## src/hw/rtl/pcpb_pkg.sv

```systemverilog
// Shared types and constants for the coincidence position builder.
package pcpb_pkg;

	localparam int CH_BITS = 4;
	localparam int CNT_BITS = 32;
	localparam int TOT_BITS = 8;
	localparam int CFG_IDX_BITS = 3;
	localparam int CFG_DATA_BITS = 16;

	localparam logic [CFG_IDX_BITS-1:0] REG_TIMING_CH = 3'd0;
	localparam logic [CFG_IDX_BITS-1:0] REG_TRIGGER_CH = 3'd1;
	localparam logic [CFG_IDX_BITS-1:0] REG_KICKER_CH = 3'd2;
	localparam logic [CFG_IDX_BITS-1:0] REG_LOW_THR = 3'd3;
	localparam logic [CFG_IDX_BITS-1:0] REG_HIGH_THR = 3'd4;
	localparam logic [CFG_IDX_BITS-1:0] REG_POS_MAP = 3'd5;
	localparam logic [CFG_IDX_BITS-1:0] REG_WINDOW = 3'd6;

	// Commands from the controller to the datapath.
	typedef struct packed {
		logic update;     // apply the captured hit to counters and group
		logic div_start;  // load both ratio dividers
		logic div_step;   // one quotient bit for both ratios
		logic out_load;   // move the result into the output register
	} pcpb_cmd_t;

	// Status from the datapath to the controller.
	typedef struct packed {
		logic close;      // the captured hit closes a group
	} pcpb_sts_t;

endpackage

```

## src/hw/rtl/pmt_coincidence_position_builder.sv

```systemverilog
// Top level of the PMT coincidence position builder.
// An accepted hit goes through the update state; a hit that closes a group then runs the
// bit-serial ratio dividers, waits until the output register is free and is loaded into it.
// No new hit is taken until the controller is back in idle, so hits never overlap.
// Reset: arst_n clears counters, flags and group state and loads config defaults at once.
module pmt_coincidence_position_builder import pcpb_pkg::*; #(
	parameter int TIME_BITS = 48,
	parameter int HEIGHT_BITS = 16,
	parameter int RATIO_FRAC_BITS = 16
) (
	input  logic clk,
	input  logic arst_n,
	// Hit beats. s_tdata fields from bit 0: channel, pulse_height, timestamp.
	input  logic s_tvalid,
	output logic s_tready,
	input  logic [((CH_BITS+HEIGHT_BITS+TIME_BITS+7)/8)*8-1:0] s_tdata,
	// Result beats. m_tdata fields from bit 0: height_a, height_b, height_c,
	// height_d, group_time, flight_time, hit_total, timing_total, kicker_total,
	// trigger_total, pos_x, pos_y.
	output logic m_tvalid,
	input  logic m_tready,
	output logic [((4*HEIGHT_BITS+2*TIME_BITS+1+TOT_BITS+3*CNT_BITS
		+2*(RATIO_FRAC_BITS+2)+7)/8)*8-1:0] m_tdata,
	// Configuration writes.
	input  logic cfg_we,
	input  logic [CFG_IDX_BITS-1:0] cfg_idx,
	input  logic [CFG_DATA_BITS-1:0] cfg_data
);

	localparam int RB = RATIO_FRAC_BITS + 2;
	localparam int OUT_RAW = 4*HEIGHT_BITS + 2*TIME_BITS + 1 + TOT_BITS + 3*CNT_BITS + 2*RB;
	localparam int OUT_W = ((OUT_RAW + 7) / 8) * 8;

	pcpb_cmd_t cmd;
	pcpb_sts_t sts;
	logic in_fire;
	logic [4*HEIGHT_BITS-1:0] r_heights;
	logic [TIME_BITS-1:0] r_group_time;
	logic [TIME_BITS:0] r_flight;
	logic [TOT_BITS-1:0] r_total;
	logic [CNT_BITS-1:0] r_timing, r_kicker, r_trigger;
	logic [RB-1:0] r_x, r_y;
	logic [OUT_W-1:0] out_q;
	logic out_valid_q;

	assign in_fire = s_tvalid && s_tready;

	pcpb_ctrl #(.STEPS(RB)) u_ctrl (
		.clk(clk), .arst_n(arst_n), .in_fire(in_fire),
		.out_busy(out_valid_q && !m_tready), .sts(sts),
		.s_ready(s_tready), .cmd(cmd)
	);

	pcpb_dp #(
		.TIME_BITS(TIME_BITS), .HEIGHT_BITS(HEIGHT_BITS),
		.RATIO_FRAC_BITS(RATIO_FRAC_BITS)
	) u_dp (
		.clk(clk), .arst_n(arst_n), .in_fire(in_fire),
		.in_channel(s_tdata[CH_BITS-1:0]),
		.in_height(s_tdata[CH_BITS +: HEIGHT_BITS]),
		.in_time(s_tdata[CH_BITS+HEIGHT_BITS +: TIME_BITS]),
		.cfg_we(cfg_we), .cfg_idx(cfg_idx), .cfg_data(cfg_data),
		.cmd(cmd), .sts(sts),
		.r_heights(r_heights), .r_group_time(r_group_time), .r_flight(r_flight),
		.r_total(r_total), .r_timing(r_timing), .r_kicker(r_kicker),
		.r_trigger(r_trigger), .r_x(r_x), .r_y(r_y)
	);

	// The output register holds one result while the core goes on with new hits.
	always_ff @(posedge clk or negedge arst_n) begin
		if (!arst_n) begin
			out_valid_q <= 1'b0;
		end else if (cmd.out_load) begin
			out_valid_q <= 1'b1;
		end else if (m_tready) begin
			out_valid_q <= 1'b0;
		end
	end

	always_ff @(posedge clk) begin
		if (cmd.out_load) begin
			out_q <= OUT_W'({r_y, r_x, r_trigger, r_kicker, r_timing, r_total,
				r_flight, r_group_time, r_heights});
		end
	end

	assign m_tvalid = out_valid_q;
	assign m_tdata = out_q;

	a_no_overwrite: assert property (@(posedge clk) disable iff (!arst_n)
		cmd.out_load |-> !(out_valid_q && !m_tready))
		else $error("result overwritten before taken");
	a_hold: assert property (@(posedge clk) disable iff (!arst_n)
		(m_tvalid && !m_tready) |=> m_tvalid && $stable(m_tdata))
		else $error("stalled result changed");
	a_one_ready: assert property (@(posedge clk) disable iff (!arst_n)
		cmd.update |-> !s_tready)
		else $error("ready during update");

endmodule

```

## src/hw/rtl/pcpb_ctrl.sv

```systemverilog
// Controller of the coincidence position builder: sequences hit update and division.
module pcpb_ctrl import pcpb_pkg::*; #(
	parameter int STEPS = 18
) (
	input  logic      clk,
	input  logic      arst_n,
	input  logic      in_fire,
	input  logic      out_busy,
	input  pcpb_sts_t sts,
	output logic      s_ready,
	output pcpb_cmd_t cmd
);

	localparam int SC_BITS = $clog2(STEPS + 1);

	typedef enum logic [4:0] {
		ST_IDLE   = 5'b00001,
		ST_UPDATE = 5'b00010,
		ST_DIV    = 5'b00100,
		ST_WAIT   = 5'b01000,
		ST_LOAD   = 5'b10000
	} state_t;

	state_t state_q, state_d;
	logic [SC_BITS-1:0] step_q;

	always_comb begin
		state_d = state_q;
		cmd = '0;
		s_ready = (state_q == ST_IDLE);
		unique case (state_q)
			ST_IDLE: begin
				if (in_fire) state_d = ST_UPDATE;
			end
			ST_UPDATE: begin
				cmd.update = 1'b1;
				if (sts.close) begin
					cmd.div_start = 1'b1;
					state_d = ST_DIV;
				end else begin
					state_d = ST_IDLE;
				end
			end
			ST_DIV: begin
				cmd.div_step = 1'b1;
				if (step_q == SC_BITS'(STEPS - 1)) state_d = ST_WAIT;
			end
			ST_WAIT: begin
				if (!out_busy) state_d = ST_LOAD;
			end
			ST_LOAD: begin
				cmd.out_load = 1'b1;
				state_d = ST_IDLE;
			end
			default: state_d = ST_IDLE;
		endcase
	end

	always_ff @(posedge clk or negedge arst_n) begin
		if (!arst_n) begin
			state_q <= ST_IDLE;
			step_q <= '0;
		end else begin
			state_q <= state_d;
			if (cmd.div_start) step_q <= '0;
			else if (cmd.div_step) step_q <= step_q + 1'b1;
		end
	end

	a_onehot: assert property (@(posedge clk) disable iff (!arst_n) $onehot(state_q))
		else $error("controller state not one-hot");
	a_div_after_close: assert property (@(posedge clk) disable iff (!arst_n)
		(state_q == ST_UPDATE && sts.close) |=> state_q == ST_DIV)
		else $error("close did not start division");
	a_ready_idle: assert property (@(posedge clk) disable iff (!arst_n)
		in_fire |=> !s_ready)
		else $error("second beat taken during processing");

endmodule

```

## src/hw/rtl/pcpb_dp.sv

```systemverilog
// Datapath of the coincidence position builder: counters, group state and ratio dividers.
module pcpb_dp import pcpb_pkg::*; #(
	parameter int TIME_BITS = 48,
	parameter int HEIGHT_BITS = 16,
	parameter int RATIO_FRAC_BITS = 16
) (
	input  logic                         clk,
	input  logic                         arst_n,
	input  logic                         in_fire,
	input  logic [CH_BITS-1:0]           in_channel,
	input  logic [HEIGHT_BITS-1:0]       in_height,
	input  logic [TIME_BITS-1:0]         in_time,
	input  logic                         cfg_we,
	input  logic [CFG_IDX_BITS-1:0]      cfg_idx,
	input  logic [CFG_DATA_BITS-1:0]     cfg_data,
	input  pcpb_cmd_t                    cmd,
	output pcpb_sts_t                    sts,
	output logic [4*HEIGHT_BITS-1:0]     r_heights,
	output logic [TIME_BITS-1:0]         r_group_time,
	output logic [TIME_BITS:0]           r_flight,
	output logic [TOT_BITS-1:0]          r_total,
	output logic [CNT_BITS-1:0]          r_timing,
	output logic [CNT_BITS-1:0]          r_kicker,
	output logic [CNT_BITS-1:0]          r_trigger,
	output logic [RATIO_FRAC_BITS+1:0]   r_x,
	output logic [RATIO_FRAC_BITS+1:0]   r_y
);

	localparam int RB = RATIO_FRAC_BITS + 2;
	localparam int SB = HEIGHT_BITS + 1;
	localparam int NB = HEIGHT_BITS + RATIO_FRAC_BITS;

	logic [CH_BITS-1:0] tim_ch_q, trg_ch_q, kck_ch_q;
	logic [15:0] low_q, high_q, map_q, win_q;
	logic [CH_BITS-1:0] ch_q;
	logic [HEIGHT_BITS-1:0] h_q;
	logic [TIME_BITS-1:0] t_q;
	logic [CNT_BITS-1:0] tim_cnt_q, trg_cnt_q, kck_cnt_q;
	logic tim_seen_q, trg_seen_q;
	logic [TIME_BITS-1:0] ref_q, start_q;
	logic [HEIGHT_BITS-1:0] hgt_q [4];
	logic [TOT_BITS-1:0] hits_q [4];

	// Snapshot of the closed group.
	logic [HEIGHT_BITS-1:0] snap_h_q [4];
	logic [TIME_BITS-1:0] snap_start_q;
	logic [TIME_BITS:0] snap_flight_q;
	logic [TOT_BITS-1:0] snap_tot_q;
	logic [CNT_BITS-1:0] snap_tim_q, snap_kck_q, snap_trg_q;

	// Restoring dividers, one per ratio.
	logic [NB-1:0] xn_q, yn_q;
	logic [SB:0] xr_q, yr_q;
	logic [SB-1:0] xd_q, yd_q;
	logic [RB-1:0] xqt_q, yqt_q;
	logic xz_q, yz_q;

	always_ff @(posedge clk or negedge arst_n) begin
		if (!arst_n) begin
			tim_ch_q <= 4'd0;
			trg_ch_q <= 4'd1;
			kck_ch_q <= 4'd2;
			low_q <= 16'd0;
			high_q <= 16'hFFFF;
			map_q <= 16'h7654;
			win_q <= 16'd1;
		end else if (cfg_we) begin
			unique case (cfg_idx)
				REG_TIMING_CH:  tim_ch_q <= cfg_data[CH_BITS-1:0];
				REG_TRIGGER_CH: trg_ch_q <= cfg_data[CH_BITS-1:0];
				REG_KICKER_CH:  kck_ch_q <= cfg_data[CH_BITS-1:0];
				REG_LOW_THR:    low_q <= cfg_data;
				REG_HIGH_THR:   high_q <= cfg_data;
				REG_POS_MAP:    map_q <= cfg_data;
				REG_WINDOW:     win_q <= cfg_data;
				default: ;
			endcase
		end
	end

	always_ff @(posedge clk) begin
		if (in_fire) begin
			ch_q <= in_channel;
			h_q <= in_height;
			t_q <= in_time;
		end
	end

	// Reference pulse decode.
	logic in_win, is_tim, is_trg, is_kck;
	logic [CNT_BITS-1:0] tim_n, trg_n, kck_n;
	logic tseen_n, gseen_n, late;
	logic [TIME_BITS-1:0] diff;
	assign in_win = (16'(h_q) > low_q) && (16'(h_q) < high_q);
	assign is_tim = in_win && ch_q == tim_ch_q;
	assign is_trg = in_win && !is_tim && ch_q == trg_ch_q;
	assign is_kck = in_win && !is_tim && !is_trg && ch_q == kck_ch_q;
	assign tim_n = (is_tim && tim_cnt_q != '1) ? tim_cnt_q + 1'b1 : tim_cnt_q;
	assign trg_n = (is_trg && trg_cnt_q != '1) ? trg_cnt_q + 1'b1 : trg_cnt_q;
	assign kck_n = (is_kck && kck_cnt_q != '1) ? kck_cnt_q + 1'b1 : kck_cnt_q;
	assign tseen_n = tim_seen_q | is_tim;
	assign gseen_n = trg_seen_q | is_trg;
	assign diff = t_q - start_q;
	assign late = (t_q > start_q) && (diff > TIME_BITS'(win_q));
	assign sts.close = (tim_n != '0) && (late || tseen_n || gseen_n);

	logic [TIME_BITS-1:0] ref_n;
	assign ref_n = is_tim ? t_q : ref_q;

	// Position slot, lowest slot wins.
	logic [1:0] slot;
	logic slot_hit;
	always_comb begin
		slot = 2'd0;
		slot_hit = 1'b0;
		for (int i = 3; i >= 0; i--) begin
			if (map_q[4*i +: 4] == ch_q) begin
				slot = 2'(i);
				slot_hit = 1'b1;
			end
		end
	end

	logic [9:0] tot_sum;
	assign tot_sum = 10'(hits_q[0]) + 10'(hits_q[1]) + 10'(hits_q[2]) + 10'(hits_q[3]);

	always_ff @(posedge clk or negedge arst_n) begin
		if (!arst_n) begin
			tim_cnt_q <= '0;
			trg_cnt_q <= '0;
			kck_cnt_q <= '0;
			tim_seen_q <= 1'b0;
			trg_seen_q <= 1'b0;
			ref_q <= '0;
			start_q <= '0;
			for (int i = 0; i < 4; i++) begin
				hgt_q[i] <= '0;
				hits_q[i] <= '0;
			end
		end else if (cmd.update) begin
			tim_cnt_q <= tim_n;
			trg_cnt_q <= trg_n;
			kck_cnt_q <= kck_n;
			ref_q <= ref_n;
			if (sts.close) begin
				tim_seen_q <= 1'b0;
				trg_seen_q <= 1'b0;
				start_q <= t_q;
				for (int i = 0; i < 4; i++) begin
					hgt_q[i] <= (slot_hit && slot == 2'(i)) ? h_q : '0;
					hits_q[i] <= (slot_hit && slot == 2'(i)) ? TOT_BITS'(1) : '0;
				end
			end else begin
				tim_seen_q <= tseen_n;
				trg_seen_q <= gseen_n;
				for (int i = 0; i < 4; i++) begin
					if (slot_hit && slot == 2'(i)) begin
						hgt_q[i] <= h_q;
						if (hits_q[i] != '1) hits_q[i] <= hits_q[i] + 1'b1;
					end
				end
			end
		end
	end

	always_ff @(posedge clk) begin
		if (cmd.update && sts.close) begin
			for (int i = 0; i < 4; i++) snap_h_q[i] <= hgt_q[i];
			snap_start_q <= start_q;
			snap_flight_q <= {1'b0, start_q} - {1'b0, ref_n};
			snap_tot_q <= (tot_sum > 10'd255) ? TOT_BITS'(255) : tot_sum[TOT_BITS-1:0];
			snap_tim_q <= tim_n;
			snap_kck_q <= kck_n;
			snap_trg_q <= trg_n;
		end
	end

	// Dividers: one quotient bit per step, RB steps. The top numerator bits can
	// never give a quotient bit, so they start out in the partial remainder and
	// only the low RB numerator bits are shifted in.
	logic [SB:0] xr_sh, yr_sh;
	assign xr_sh = {xr_q[SB-1:0], xn_q[NB-1]};
	assign yr_sh = {yr_q[SB-1:0], yn_q[NB-1]};

	always_ff @(posedge clk) begin
		if (cmd.div_start) begin
			xn_q <= NB'({hgt_q[0], {RATIO_FRAC_BITS{1'b0}}} << (NB - RB));
			yn_q <= NB'({hgt_q[2], {RATIO_FRAC_BITS{1'b0}}} << (NB - RB));
			xd_q <= SB'(hgt_q[0]) + SB'(hgt_q[1]);
			yd_q <= SB'(hgt_q[2]) + SB'(hgt_q[3]);
			xz_q <= (hgt_q[0] == '0) && (hgt_q[1] == '0);
			yz_q <= (hgt_q[2] == '0) && (hgt_q[3] == '0);
			xr_q <= (SB+1)'(hgt_q[0] >> (RB - RATIO_FRAC_BITS));
			yr_q <= (SB+1)'(hgt_q[2] >> (RB - RATIO_FRAC_BITS));
			xqt_q <= '0;
			yqt_q <= '0;
		end else if (cmd.div_step) begin
			xn_q <= {xn_q[NB-2:0], 1'b0};
			yn_q <= {yn_q[NB-2:0], 1'b0};
			if (xr_sh >= {1'b0, xd_q}) begin
				xr_q <= xr_sh - {1'b0, xd_q};
				xqt_q <= {xqt_q[RB-2:0], 1'b1};
			end else begin
				xr_q <= xr_sh;
				xqt_q <= {xqt_q[RB-2:0], 1'b0};
			end
			if (yr_sh >= {1'b0, yd_q}) begin
				yr_q <= yr_sh - {1'b0, yd_q};
				yqt_q <= {yqt_q[RB-2:0], 1'b1};
			end else begin
				yr_q <= yr_sh;
				yqt_q <= {yqt_q[RB-2:0], 1'b0};
			end
		end
	end

	assign r_heights = {snap_h_q[3], snap_h_q[2], snap_h_q[1], snap_h_q[0]};
	assign r_group_time = snap_start_q;
	assign r_flight = snap_flight_q;
	assign r_total = snap_tot_q;
	assign r_timing = snap_tim_q;
	assign r_kicker = snap_kck_q;
	assign r_trigger = snap_trg_q;
	assign r_x = xz_q ? '1 : xqt_q;
	assign r_y = yz_q ? '1 : yqt_q;

	a_close_needs_timing: assert property (@(posedge clk) disable iff (!arst_n)
		(cmd.update && sts.close) |-> tim_n != '0)
		else $error("group closed before first timing pulse");
	a_close_clears: assert property (@(posedge clk) disable iff (!arst_n)
		(cmd.update && sts.close) |=> !tim_seen_q && !trg_seen_q)
		else $error("seen flags not cleared on close");
	a_count_mono: assert property (@(posedge clk) disable iff (!arst_n)
		cmd.update |=> tim_cnt_q >= $past(tim_cnt_q))
		else $error("timing count decreased");

endmodule

```

## config.mk

```make
export PLATFORM = sky130hd
export DESIGN_NAME = pmt_coincidence_position_builder
export DESIGN_NICKNAME = d
export VERILOG_FILES = /design/src/hw/rtl/pcpb_pkg.sv /design/src/hw/rtl/pmt_coincidence_position_builder.sv /design/src/hw/rtl/pcpb_ctrl.sv /design/src/hw/rtl/pcpb_dp.sv
export SDC_FILE = /design/constraint.sdc
export NUM_CORES = 2
export LEC_CHECK = 0
export BUFFER_PORTS_ARGS = -buffer_cell sky130_fd_sc_hd__buf_2
export CORE_MARGIN = 3
export CORE_UTILIZATION = 45
export DETAILED_ROUTE_END_ITERATION = 12
export GPL_ROUTABILITY_DRIVEN = 0
export PLACE_DENSITY_LB_ADDON = 0.15
export SYNTH_ARGS = -nofsm -noshare
export SYNTH_HDL_FRONTEND = slang
export SYNTH_SLANG_ARGS = --single-unit
```

## constraint.sdc

```tcl
create_clock -name clk -period 18.7 [get_ports clk]
set_input_delay 0 -clock clk [delete_from_list [all_inputs] [get_ports clk]]
set_output_delay 0 -clock clk [all_outputs]
set_load 0.01 [all_outputs]
```

==> impl_metrics.toml <==
[run_status]
status = "completed"

[clock_tree]
cts-root-buf = "clkbuf_16"
clock-sinks = 1121
cts_tree = "built"
cts_setup_buffers = 0
clk_latency_ns = 0.71
cts_hold_buf = 164
numCtsBuffers = 114
clkSlewWorstSetupHoldPaths_ns = 0.06
h-tree-depth = 3
cts_buffer_depth = 3
cts_resized = 0

[route]
drtIter0Drc = 2316
dr.pass1.iters = 8
drc_errors = 0
via_count = 33853
antenna_left = 0
via_per_inst = 5.224
wl_um = 124800
wl_per_cell_um = 19.26

[yosys]
synth_top_cell_area_share_pct = 40.47
synth_warnings = 0
synthTopCellsByArea = "edfxtp_1 40%, dfrtp_1 17%, ha_1 5.6%"
synth_ff_type = "edfxtp_1"
synth.distinct_cells = 91
seq_area_frac_synth_pct = 60.27
synth.largest_area_cell = "edfxtp_1"
synth_enable_flop_cells = 702
synthCells = 4298
synth_commonest_cells = "702 x edfxtp_1, 493 x nand2_1, 349 x dfrtp_1"
synth_most_common_cell = "edfxtp_1"
syn_area_um2 = 52090
synth-seq-cells = 1121
async_reset_ff_share_pct = 33.63
syn_avg_cell_area_um2 = 12.12

[timing]
finClkSkew_ns = 0.03850
holdWs_ns = 0.05578
slew_violations = 0
fmax_ghz = 0.1209
rsz0062_at_grt = "no"
tightestPinTransition_ns = 1.164
hold_viol = 0
period_share_pct = 44.24
setup_viol = 0
fin_tns_setup_ns = 0
max_slew_margin_pct = 22.40
post-route-min-period_ns = 8.273

[die]
initial_core_util_pct = 45.43
die_w_um = 346.2
io_pins = 402
core_area_um2 = 114700
die_h_um = 346.2
row_count = 124
die_area_um2 = 119900

[worst_setup_path]
path_class = "register to register"
cp_common_cell = "a21oi_1"
cpMaxStageDelayCell = "or4_1"
timing.rr.start = "u_dp.start_q[1]"
cp_data_arrival_time_ns = 8.73
ff2ff_path_depth = 25
cp-end-kind = "register"
r2r_slack_ns = 10.43
reg2reg_to = "u_dp.xr_q[13]"
crit_buf_inv = 4
crit_family = "simple AND/OR/NAND/NOR gates"
cp-start-kind = "register"
cp.required_ns = 19.15
cpPeakStageDelay_ns = 0.52
cp_max_fo = 163

[place]
dp_cells = 6086
io_buffers = 394
dpl.hpwl_um = 85740

[worst_hold_path]
worst_hold_path.endpoint = "u_dp.t_q[2]"
hold_class = "input pin to register"
hp-start = "s_tdata[22]"
min_path_cells = 2

[power_and_ir_drop]
clkPwrFrac_pct = 28.1
powerDensity_nw_per_um2 = 136.6
p_sw_share_pct = 33.42
pwr-share-seq_pct = 38.9
leakage_nw = 25.02
p_sw_w = 0.002795
p_comb_share_pct = 33.0
ir_drop_v = 0.0001387
power.internal_w = 0.005567

[global_route]
grt-ovfl-total = 0
grt_max_degree = 170
grt_pass1_wl_um = 195700
antenna_found_initial = 15
first_global_vias = 33793
grtUsageTotal_pct = 20.73

[job]
max-cap-violations = 0

[cells_and_area]
stdcell_count = 6480
drive_gt1_share_pct = 17.37
syn_to_final_growth_pct = 17.50
nNetsFinal = 5200
[cell usage in the layout, fill, tap and decap left out, types with 46 or more instances in the layout]
cell type,count
a21o_1,63
a21oi_1,163
and3_1,46
buf_2,393
clkbuf_16,120
dfrtp_1,349
dlygate4sd3_1,163
edfxtp_1,702
ha_1,234
inv_1,243
mux2_2,115
mux2i_1,55
nand2_1,493
nand3_1,98
nand4_1,65
nor2_1,239
nor3_1,51
o21ai_0,240
o21ai_1,52
xnor2_1,237
xor2_1,133
[sequential cells by signal, summed over array words and instances (netlist names), 48 cells and up]
register and flops:
m_tdata 301, u_dp.hgt_q 64, u_dp.snap_h_q 64, u_dp.r_flight 49
u_dp.r_group_time 48, u_dp.ref_q 48, u_dp.start_q 48, u_dp.t_q 48
[how the worst max path moves through the flow]
stage / depth (start not counted) / endpoint / from
floorplan: 2 / m_tdata[0] / u_ctrl.state_q[3]
global placement: 25 / u_dp.xr_q[12] / u_dp.start_q[1]
detailed placement: 25 / u_dp.xr_q[8] / u_dp.start_q[1]
CTS: 25 / u_dp.xr_q[10] / u_dp.start_q[1]
global route: 25 / u_dp.xr_q[11] / u_dp.start_q[1]
finish: 25 / u_dp.xr_q[13] / u_dp.start_q[1]
[metrics by stage]
stage	worst slack (ns)	area, um^2	power (W)	util, %
detailed placement	10.43	55590	0.005989	48.49
floorplan	10.37	52090	0.005258	-
global placement	10.52	55590	0.005964	48.49
finish	10.43	61200	0.008362	53.38
CTS	10.42	61170	0.008438	53.35
global route	9.686	61170	0.008894	53.36
[final cells by class]
| type | count | area, um^2 |
|---|---|---|
| fillers | 9918 | 53450 |
| flip-flops and latches | 1121 | 31390 |
| multi-input cells | 2790 | 19160 |
| repair buffers | 584 | 3899 |
| clock buffers | 146 | 3201 |
| well taps | 1512 | 1892 |
| inverters | 243 | 912.1 |
| clock inverters | 72 | 720.7 |
| diodes | 12 | 30.03 |
[routing by layer]
metal	wire length, um	track usage (%)
met5	48	0
met4	3094	5.972
met3	6293	3.532
met2	59430	34.47
met1	55940	28.09
[power by group through the flow]
stage / combinational [W] / sequential (W) / clock [W]
finish: 0.00276 / 0.00325 / 0.00235
CTS: 0.00276 / 0.00325 / 0.00243
floorplan: 0.00207 / 0.00319 / 0
detailed placement: 0.00269 / 0.00330 / 0
global placement: 0.00267 / 0.00330 / 0
global route: 0.00309 / 0.00328 / 0.00253
[worst register-to-register path, stage by stage, from the launching register on]
cell	delay (ns)
dfrtp_1	0.45
inv_1	0.14
ha_1	0.32
nor2b_1	0.17
o31a_1	0.20
o21ai_1	0.18
o31ai_1	0.48
a31oi_1	0.21
a21oi_1	0.30
ha_1	0.29
and3_1	0.18
and3_1	0.18
nand4_1	0.11
a21oi_1	0.05
a2111oi_0	0.38
a21oi_1	0.17
or4_1	0.52
nor4_1	0.37
nand4_1	0.16
nor4b_1	0.52
nand3_1	0.31
o21ba_4	0.47
buf_4	0.45
buf_12	0.43
buf_12	0.37
mux2_4	0.62
[kinds of logic (layout without fill, tap and decap cells)]
| family | after synthesis | after routing | share of synthesized area, % |
|---|---|---|---|
| simple gates | 1226 | 1226 | 11.09 |
| flops | 1121 | 1121 | 60.27 |
| compound gates | 741 | 741 | 8.701 |
| buf+inv | 389 | 1045 | 3.075 |
| xor+xnor | 370 | 370 | 6.222 |
| fa+ha+maj | 250 | 250 | 6.236 |
| mux | 200 | 200 | 4.408 |
| other cells | 1 | 15 | 0.007200 |
No activity file was read; power rests on OpenSTA's default activity.
